===== config.mk =====
export PLATFORM = sky130hd
export DESIGN_NAME = sliding_window_frame_rate_meter
export DESIGN_NICKNAME = d
export VERILOG_FILES = /design/src/rtl/core/swfrm_pkg.sv /design/src/rtl/core/swfrm_ram.sv /design/src/rtl/core/swfrm_ctrl.sv /design/src/rtl/core/swfrm_datapath.sv /design/src/rtl/core/sliding_window_frame_rate_meter.sv
export SDC_FILE = /design/constraint.sdc
export NUM_CORES = 2
export LEC_CHECK = 0
export BUFFER_PORTS_ARGS = -buffer_cell sky130_fd_sc_hd__buf_4
export CAP_MARGIN = 20
export CORE_MARGIN = 5
export CORE_UTILIZATION = 56
export CTS_CLUSTER_SIZE = 30
export DETAILED_ROUTE_END_ITERATION = 8
export GPL_TIMING_DRIVEN = 0
export PLACE_DENSITY_LB_ADDON = 0.2
export SYNTH_ARGS = -nofsm -noshare
export SYNTH_HDL_FRONTEND = slang
export SYNTH_SLANG_ARGS = --single-unit

===== constraint.sdc =====
create_clock -name clock -period 3.6 [get_ports clock]
set_input_delay 0.36 -clock clock [delete_from_list [all_inputs] [get_ports clock]]
set_output_delay 0.36 -clock clock [all_outputs]
set_load 0.02 [all_outputs]

===== src/rtl/core/swfrm_pkg.sv =====
package swfrm_pkg;

   localparam logic [31:0] WINDOW_RESET_MS = 32'd60000;
   localparam logic [31:0] ROLL_ARM_MS     = 32'd3000000000;
   localparam logic [31:0] ROLL_FALL_MS    = 32'd100000;
   localparam logic [15:0] ROLL_DAYS       = 16'd50;
   localparam logic [15:0] DAYS_MAX        = 16'hffff;
   localparam logic [5:0]  FPM_MAX         = 6'd63;

   typedef struct packed {
      logic [31:0] time_ms;
      logic [7:0]  frame_count;
   } req_payload_type;

   typedef struct packed {
      logic [5:0]  frames_per_minute;
      logic [31:0] received_total;
      logic [15:0] uptime_days;
   } rsp_payload_type;

   typedef enum logic [2:0] {
      ST_CLEAR,
      ST_IDLE,
      ST_WALK,
      ST_FLUSH,
      ST_FINISH
   } state_type;

   typedef struct packed {
      logic clear;
      logic start;
      logic read;
      logic finish;
   } cmd_type;

   typedef struct packed {
      logic last;
      logic out_free;
   } status_type;

endpackage


===== src/rtl/core/swfrm_ram.sv =====
module swfrm_ram #(
   parameter int WIDTH = 32,
   parameter int DEPTH = 32
) (
   input  logic                                         clock,
   input  logic                                         wr_en,
   input  logic [((DEPTH > 1) ? $clog2(DEPTH) : 1)-1:0] wr_addr,
   input  logic [WIDTH-1:0]                             wr_data,
   input  logic                                         rd_en,
   input  logic [((DEPTH > 1) ? $clog2(DEPTH) : 1)-1:0] rd_addr,
   output logic [WIDTH-1:0]                             rd_data
);

   logic [WIDTH-1:0] mem_ff [DEPTH];
   logic [WIDTH-1:0] rd_data_ff;

   always_ff @(posedge clock) begin
      if (wr_en) begin
         mem_ff[wr_addr] <= wr_data;
      end
      if (rd_en) begin
         rd_data_ff <= mem_ff[rd_addr];
      end
   end

   assign rd_data = rd_data_ff;

endmodule


===== src/rtl/core/swfrm_ctrl.sv =====
module swfrm_ctrl
   import swfrm_pkg::*;
(
   input  logic       clock,
   input  logic       reset,
   input  logic       req_valid,
   output logic       req_ready,
   input  status_type status,
   output cmd_type    cmd
);

   state_type state_ff;
   state_type state_in;

   always_ff @(posedge clock) begin
      if (reset) begin
         state_ff <= ST_CLEAR;
      end else begin
         state_ff <= state_in;
      end
   end

   always_comb begin
      state_in = state_ff;
      case (state_ff)
         ST_CLEAR: begin
            if (status.last) state_in = ST_IDLE;
         end
         ST_IDLE: begin
            if (req_valid) state_in = ST_WALK;
         end
         ST_WALK: begin
            if (status.last) state_in = ST_FLUSH;
         end
         ST_FLUSH: begin
            state_in = ST_FINISH;
         end
         ST_FINISH: begin
            if (status.out_free) state_in = ST_IDLE;
         end
         default: begin
            state_in = ST_CLEAR;
         end
      endcase
   end

   always_comb begin
      cmd       = '0;
      req_ready = 1'b0;
      case (state_ff)
         ST_CLEAR: begin
            cmd.clear = 1'b1;
         end
         ST_IDLE: begin
            req_ready = 1'b1;
            cmd.start = req_valid;
         end
         ST_WALK: begin
            cmd.read = 1'b1;
         end
         ST_FLUSH: begin
         end
         ST_FINISH: begin
            cmd.finish = status.out_free;
         end
         default: begin
         end
      endcase
   end

endmodule


===== src/rtl/core/swfrm_datapath.sv =====
module swfrm_datapath
   import swfrm_pkg::*;
#(
   parameter int SLOTS = 32
) (
   input  logic            clock,
   input  logic            reset,
   input  cmd_type         cmd,
   output status_type      status,
   input  req_payload_type req_payload,
   input  logic            csr_write,
   input  logic [31:0]     csr_data,
   input  logic            rsp_ready,
   output logic            rsp_valid,
   output rsp_payload_type rsp_payload
);

   localparam int IDX_W = (SLOTS > 1) ? $clog2(SLOTS) : 1;
   localparam int OCC_W = $clog2(SLOTS + 1);
   localparam logic [IDX_W-1:0] LAST_IDX = IDX_W'(SLOTS - 1);

   logic [31:0]      window_ff, window_in;
   logic [IDX_W-1:0] idx_ff, idx_in;
   logic             rd_pend_ff, rd_pend_in;
   logic [IDX_W-1:0] rd_addr_ff, rd_addr_in;
   logic [31:0]      now_ff, now_in;
   logic [7:0]       left_ff, left_in;
   logic             expire_en_ff, expire_en_in;
   logic [31:0]      limit_ff, limit_in;
   logic [OCC_W-1:0] occ_ff, occ_in;
   logic [31:0]      total_ff, total_in;
   logic             armed_ff, armed_in;
   logic [15:0]      day_ff, day_in;
   logic             rsp_valid_ff, rsp_valid_in;
   rsp_payload_type  rsp_payload_ff, rsp_payload_in;

   logic [31:0] rd_data;
   logic [31:0] slot_val;
   logic        place;
   logic        wr_en;
   logic [IDX_W-1:0] wr_addr;
   logic [31:0] wr_data;
   logic        armed_next;
   logic [16:0] day_sum;

   swfrm_ram #(
      .WIDTH (32),
      .DEPTH (SLOTS)
   ) u_slot_ram (
      .clock   (clock),
      .wr_en   (wr_en),
      .wr_addr (wr_addr),
      .wr_data (wr_data),
      .rd_en   (cmd.read),
      .rd_addr (idx_ff),
      .rd_data (rd_data)
   );

   always_comb begin
      slot_val = rd_data;
      if (expire_en_ff && (rd_data < limit_ff)) begin
         slot_val = '0;
      end
      place = (left_ff != 8'd0) && (slot_val == 32'd0);
      if (place) begin
         slot_val = now_ff;
      end
   end

   assign wr_en   = cmd.clear | rd_pend_ff;
   assign wr_addr = cmd.clear ? idx_ff : rd_addr_ff;
   assign wr_data = cmd.clear ? 32'd0 : slot_val;

   assign armed_next = armed_ff | (req_payload.time_ms >= ROLL_ARM_MS);
   assign day_sum    = {1'b0, day_ff} + {1'b0, ROLL_DAYS};

   always_comb begin
      window_in    = window_ff;
      idx_in       = idx_ff;
      rd_pend_in   = cmd.read;
      rd_addr_in   = idx_ff;
      now_in       = now_ff;
      left_in      = left_ff;
      expire_en_in = expire_en_ff;
      limit_in     = limit_ff;
      occ_in       = occ_ff;
      total_in     = total_ff;
      armed_in     = armed_ff;
      day_in       = day_ff;
      rsp_valid_in   = rsp_valid_ff;
      rsp_payload_in = rsp_payload_ff;

      if (csr_write) begin
         window_in = csr_data;
      end

      if (cmd.clear || cmd.read) begin
         idx_in = (idx_ff == LAST_IDX) ? '0 : idx_ff + 1'b1;
      end

      if (cmd.start) begin
         idx_in       = '0;
         now_in       = req_payload.time_ms;
         left_in      = req_payload.frame_count;
         expire_en_in = req_payload.time_ms > window_ff;
         limit_in     = req_payload.time_ms - window_ff;
         occ_in       = '0;
         total_in     = total_ff + 32'(req_payload.frame_count);
         armed_in     = armed_next;
         if ((req_payload.time_ms <= ROLL_FALL_MS) && armed_next) begin
            day_in   = (day_sum > {1'b0, DAYS_MAX}) ? DAYS_MAX : day_sum[15:0];
            armed_in = 1'b0;
         end
      end

      if (rd_pend_ff) begin
         if (place) begin
            left_in = left_ff - 8'd1;
         end
         if (slot_val != 32'd0) begin
            occ_in = occ_ff + 1'b1;
         end
      end

      if (rsp_ready) begin
         rsp_valid_in = 1'b0;
      end
      if (cmd.finish) begin
         rsp_valid_in = 1'b1;
         rsp_payload_in.frames_per_minute =
            (32'(occ_ff) > 32'(FPM_MAX)) ? FPM_MAX : 6'(occ_ff);
         rsp_payload_in.received_total = total_ff;
         rsp_payload_in.uptime_days    = day_ff;
      end
   end

   always_ff @(posedge clock) begin
      if (reset) begin
         window_ff    <= WINDOW_RESET_MS;
         idx_ff       <= '0;
         rd_pend_ff   <= 1'b0;
         total_ff     <= '0;
         armed_ff     <= 1'b0;
         day_ff       <= '0;
         rsp_valid_ff <= 1'b0;
      end else begin
         window_ff    <= window_in;
         idx_ff       <= idx_in;
         rd_pend_ff   <= rd_pend_in;
         total_ff     <= total_in;
         armed_ff     <= armed_in;
         day_ff       <= day_in;
         rsp_valid_ff <= rsp_valid_in;
      end
   end

   always_ff @(posedge clock) begin
      rd_addr_ff     <= rd_addr_in;
      now_ff         <= now_in;
      left_ff        <= left_in;
      expire_en_ff   <= expire_en_in;
      limit_ff       <= limit_in;
      occ_ff         <= occ_in;
      rsp_payload_ff <= rsp_payload_in;
   end

   assign status.last     = (idx_ff == LAST_IDX);
   assign status.out_free = ~rsp_valid_ff | rsp_ready;
   assign rsp_valid       = rsp_valid_ff;
   assign rsp_payload     = rsp_payload_ff;

endmodule


===== src/rtl/core/sliding_window_frame_rate_meter.sv =====
// Channel   Direction  Handshake              Payload
// req       in         req_valid/req_ready    req_payload_type (time_ms, frame_count)
// rsp       out        rsp_valid/rsp_ready    rsp_payload_type (fpm, total, days)
// csr       in         csr_valid/csr_ready    csr_data = window_ms
//
// One request walks every slot of the timestamp RAM in turn: one slot is read
// and written back per cycle through its single read port.
// After reset a clearing pass over all SLOTS slots zeroes the RAM; no request is
// taken then. A result waiting in the output register does not block the next
// request; the walk stalls at its end only until that register is free.
module sliding_window_frame_rate_meter
   import swfrm_pkg::*;
#(
   parameter int SLOTS = 32
) (
   input  logic            clock,
   input  logic            reset,
   input  logic            req_valid,
   output logic            req_ready,
   input  req_payload_type req_payload,
   output logic            rsp_valid,
   input  logic            rsp_ready,
   output rsp_payload_type rsp_payload,
   input  logic            csr_valid,
   output logic            csr_ready,
   input  logic [31:0]     csr_data
);

   cmd_type    cmd;
   status_type status;

   assign csr_ready = 1'b1;

   swfrm_ctrl u_ctrl (
      .clock     (clock),
      .reset     (reset),
      .req_valid (req_valid),
      .req_ready (req_ready),
      .status    (status),
      .cmd       (cmd)
   );

   swfrm_datapath #(
      .SLOTS (SLOTS)
   ) u_datapath (
      .clock       (clock),
      .reset       (reset),
      .cmd         (cmd),
      .status      (status),
      .req_payload (req_payload),
      .csr_write   (csr_valid & csr_ready),
      .csr_data    (csr_data),
      .rsp_ready   (rsp_ready),
      .rsp_valid   (rsp_valid),
      .rsp_payload (rsp_payload)
   );

endmodule


==> metrics.md <==
| Metric | Value |
|---|---|
| Status | finished with violations |
| Failing checks | setup timing |
| CTS max path bufs | 3 |
| Asr flop ratio synth | 0 |
| Core Util, Final | 0.679 |
| Synth Flop Type | edfxtp_1 |
| Unrepaired setup endpoints after global routing | true |
| End of the worst hold path | u_datapath.left_ff[4] |
| Core Box Area | 0.0918 mm² |
| Port Buffers | 130 |
| CTS root buffer | clkbuf_16 |
| Synth Area per Inst | 18.8 µm² |
| DIE WIDTH | 314 µm |
| Period utilisation layout | 1.03 |
| Worst Path Required | 4.03 ns |
| Switching share of total power | 0.217 |
| Worst Max-Slew Pin Slew | 1.11 ns |
| Post-route ant nets | 0 |
| Drt pass-1 iters | 7 |
| Critical path startpoint category | flop |
| Worst Setup Path Type | reg -> reg |
| Clock Latency Late Sink | 0.75 ns |
| Final setup violation count | 40 |
| Clock sink count | 1285 |
| Synth Warn # | 0 |
| Proportion of layout cells with a drive suffix above 1 | 0.294 |
| DP Area | 0.0558 mm² |
| Cell area after layout | 0.0624 mm² |
| R2r setup slk | -0.10 ns |
| Fillers | 5673 |
| Post-DR vias/cell | 6.35 |
| Final TNS setup | -2.91 ns |
| Max Fanout on Critical Path | 20 |
| Comb pwr share | 0.064 |
| Final HPWL DP | 90900 µm |
| Via count of the first global-routing pass | 29400 |
| Hold Path Origin | req_payload[4] |
| Nets | 3403 |
| Critical R2R Capture | u_datapath.u_slot_ram.mem_ff[24][17] |
| Sequential area share after synthesis | 0.724 |
| Leak | 18.6 nW |
| Vias post-DR | 29200 |
| Flops & latches, synth | 1285 |
| GRT Total Usage | 0.275 |
| Slew HR | 0.258 |
| Initial antenna violation count | 6 |
| Slowest stage delay, CP | 0.70 ns |
| DR iter-0 viols | 3534 |
| Final GP Congestion | 0.907 |
| Die span in y | 314 µm |
| Sequential Power Share | 0.520 |
| First-pass GRT wire length | 197000 µm |
| R2R cell count | 7 |
| Reg clk slew, reported paths | 0.06 ns |
| Max-slew violation count | 0 |
| Initial core utilization | 0.564 |
| Max-Cap Viols | 0 |
| Final Hold Fails | 0 |
| Worst EP arrival | 4.13 ns |
| Max H-tree Level | 4 |
| GRT overflow | 0 |
| Critical Path, Cell by Cell | buf_1 -> clkbuf_1 -> nand3b_1 -> o21ai_0 -> nand2_1 -> nor2_4 -> buf_12 |
| Final min period | 3.70 ns |
| Clock Power Share | 0.417 |
| DRC Markers | 0 |
| Final WL | 137000 µm |
| Skew final | 0.0217 ns |
| Pwr Density | 504 mW/mm² |
| I/O pin count | 134 |
| Fin worst setup slack | -0.104 ns |
| Class of the worst hold path | in -> reg |
| Syn-to-layout area delta | 20.4% |
| Row cnt | 111 |
| RR Startpoint | u_datapath.idx_ff[3] |
| Cell count after synthesis | 2760 |
| Inserted Clock Buffers | 132 |
| Hold Path Stages | 4 |
| Largest net degree at the start of global routing | 42 |
| Die Area | 0.0987 mm² |
| Max Fclk | 270 MHz |
| Wirelength per Cell | 29.8 µm |
| Synth cell types | 75 |
| P_sw | 6.83 mW |
| Power Internal | 24.6 mW |
| Critical-path top delay cell | buf_1 |
| Mapped Area | 0.0518 mm² |
| Peak supply drop | 0.000500 V |
| Setup crit end kind | flop |
| Mapped Nets | 2916 |
| TritonCTS clock tree | built |
| Number of synthesized flops with an enable pin | 1175 |
registers in the layout (all words and copies together), names as in the netlist, 5 cells and up:
register,cells
u_datapath.u_slot_ram.mem_ff,1024
u_datapath.rsp_payload,54
u_datapath.limit_ff,32
u_datapath.now_ff,32
u_datapath.total_ff,32
u_datapath.u_slot_ram.rd_data,32
u_datapath.window_ff,32
u_datapath.day_ff,16
u_datapath.left_ff,8
u_datapath.occ_ff,6
u_datapath.idx_ff,5
u_datapath.rd_addr_ff,5
power groups by stage:
stage / logic, mW / registers [mW] / clock network (mW)
2_1_floorplan: 1.14 / 16.6 / 0
3_3_place_gp: 1.77 / 16.6 / 0
3_5_place_dp: 1.86 / 16.6 / 0
4_1_cts: 1.97 / 16.3 / 13.2
5_1_grt: 2.11 / 16.3 / 13.9
6_report: 2.01 / 16.3 / 13.1
timing repair:
item                                    CTS  global route
hold buffers                             67             0
endpoints found under the hold margin    69             0
cloned                                    8             1
setup buffers                            47            28
setup endpoints to repair              2080          1028
gates resized for setup                  79            49
pin swaps                                49            21
cell families after synthesis:
kind of cell	count (synthesis)	share of synthesized area
buffers and inverters	227	0.0171
other	1	0.0000724
flip-flops	1285	0.724
AO/OA/AOI/OAI	270	0.0359
multiplexers	390	0.154
adder cells (fa/ha/maj)	79	0.0194
AND/OR/NAND/NOR	454	0.0412
XOR/XNOR	54	0.00913
metal layers:
metal | up-vias | part of all wire | wire length [µm] | global-route usage
met5 | - | 0 | 0 | 0
met4 | 0 | 0.032 | 4360 | 0.0843
met2 | 1664 | 0.50 | 68000 | 0.452
met1 | 15100 | 0.37 | 51400 | 0.376
li1 | 12200 | - | - | -
met3 | 273 | 0.098 | 13400 | 0.0599
stage by stage:
step	power, mW	setup slack [ns]	hold WS [ns]	instances
global placement	18.4	-3.04	0.353	4133
floorplan	17.8	0.00336	0.329	2760
CTS	31.5	-0.0847	0.00996	4560
finish	31.4	-0.104	0.0557	4599
global route	32.4	-0.0186	0.0394	4599
detailed placement	18.5	-0.992	0.348	4199
cell type report:
class	instances	area [µm²]	area share
Sequential cell	1285	37500	0.601
Multi-Input combinational cell	1257	14100	0.227
Timing Repair Buffer	345	4080	0.0654
Clock buffer	182	3680	0.0590
Tap cell	1243	1560	0.0249
Buffer	130	602	0.00965
Clock inverter	57	440	0.00706
Inverter	96	360	0.00578
Antenna cell	4	10.0	0.000161
worst max-delay path: cells and delay by family (launching register included):
family	cells	cell delay [ns]
AO/OA/AOI/OAI	1	0.21
buffers and inverters	3	1.63
flip-flops	1	0.35
AND/OR/NAND/NOR	3	1.14
cell usage in the layout, fill, tap and decap left out, drive strengths merged, types with 45 or more instances in the layout:
cell type,n
edfxtp,1175
mux4,320
buf,306
clkbuf,282
nor2,183
dfxtp,110
nand2,101
inv,100
ha,77
dlygate4sd3,67
a21oi,67
clkinv,45
how the worst max path moves through the flow:
stage | startpoint | end | cells after the start
after floorplan | u_ctrl.state_ff[1] | u_datapath.expire_en_ff | 5
final | u_datapath.idx_ff[3] | u_datapath.u_slot_ram.mem_ff[24][17] | 7
after global routing | u_datapath.idx_ff[3] | u_datapath.u_slot_ram.mem_ff[25][18] | 7
after global placement | u_datapath.idx_ff[1] | u_datapath.u_slot_ram.mem_ff[11][16] | 5
after CTS | u_datapath.idx_ff[0] | u_datapath.u_slot_ram.rd_data[4] | 5
after detailed placement | u_datapath.u_slot_ram.rd_data[17] | u_datapath.u_slot_ram.mem_ff[15][30] | 11
synth_stat cells, types with 22 or more instances:
library cell  count  share of area
xnor2_1          40         0.0068
edfxtp_1       1175           0.68
dfxtp_1         110          0.043
nand3_1          37         0.0036
nor4_1           22         0.0027
buf_1            22         0.0016
o21ai_0          35         0.0034
nor2_1          174          0.013
nor3_1           25         0.0024
mux2i_1          35         0.0068
nand4_1          24         0.0029
a22oi_1          33         0.0048
mux2_2           35         0.0076
inv_1            95         0.0069
mux4_2          320           0.14
clkbuf_1         93         0.0067
a21oi_1          67         0.0065
nand2_1         101         0.0073
ha_1             77          0.019
Power figures use the tool's default switching activity.
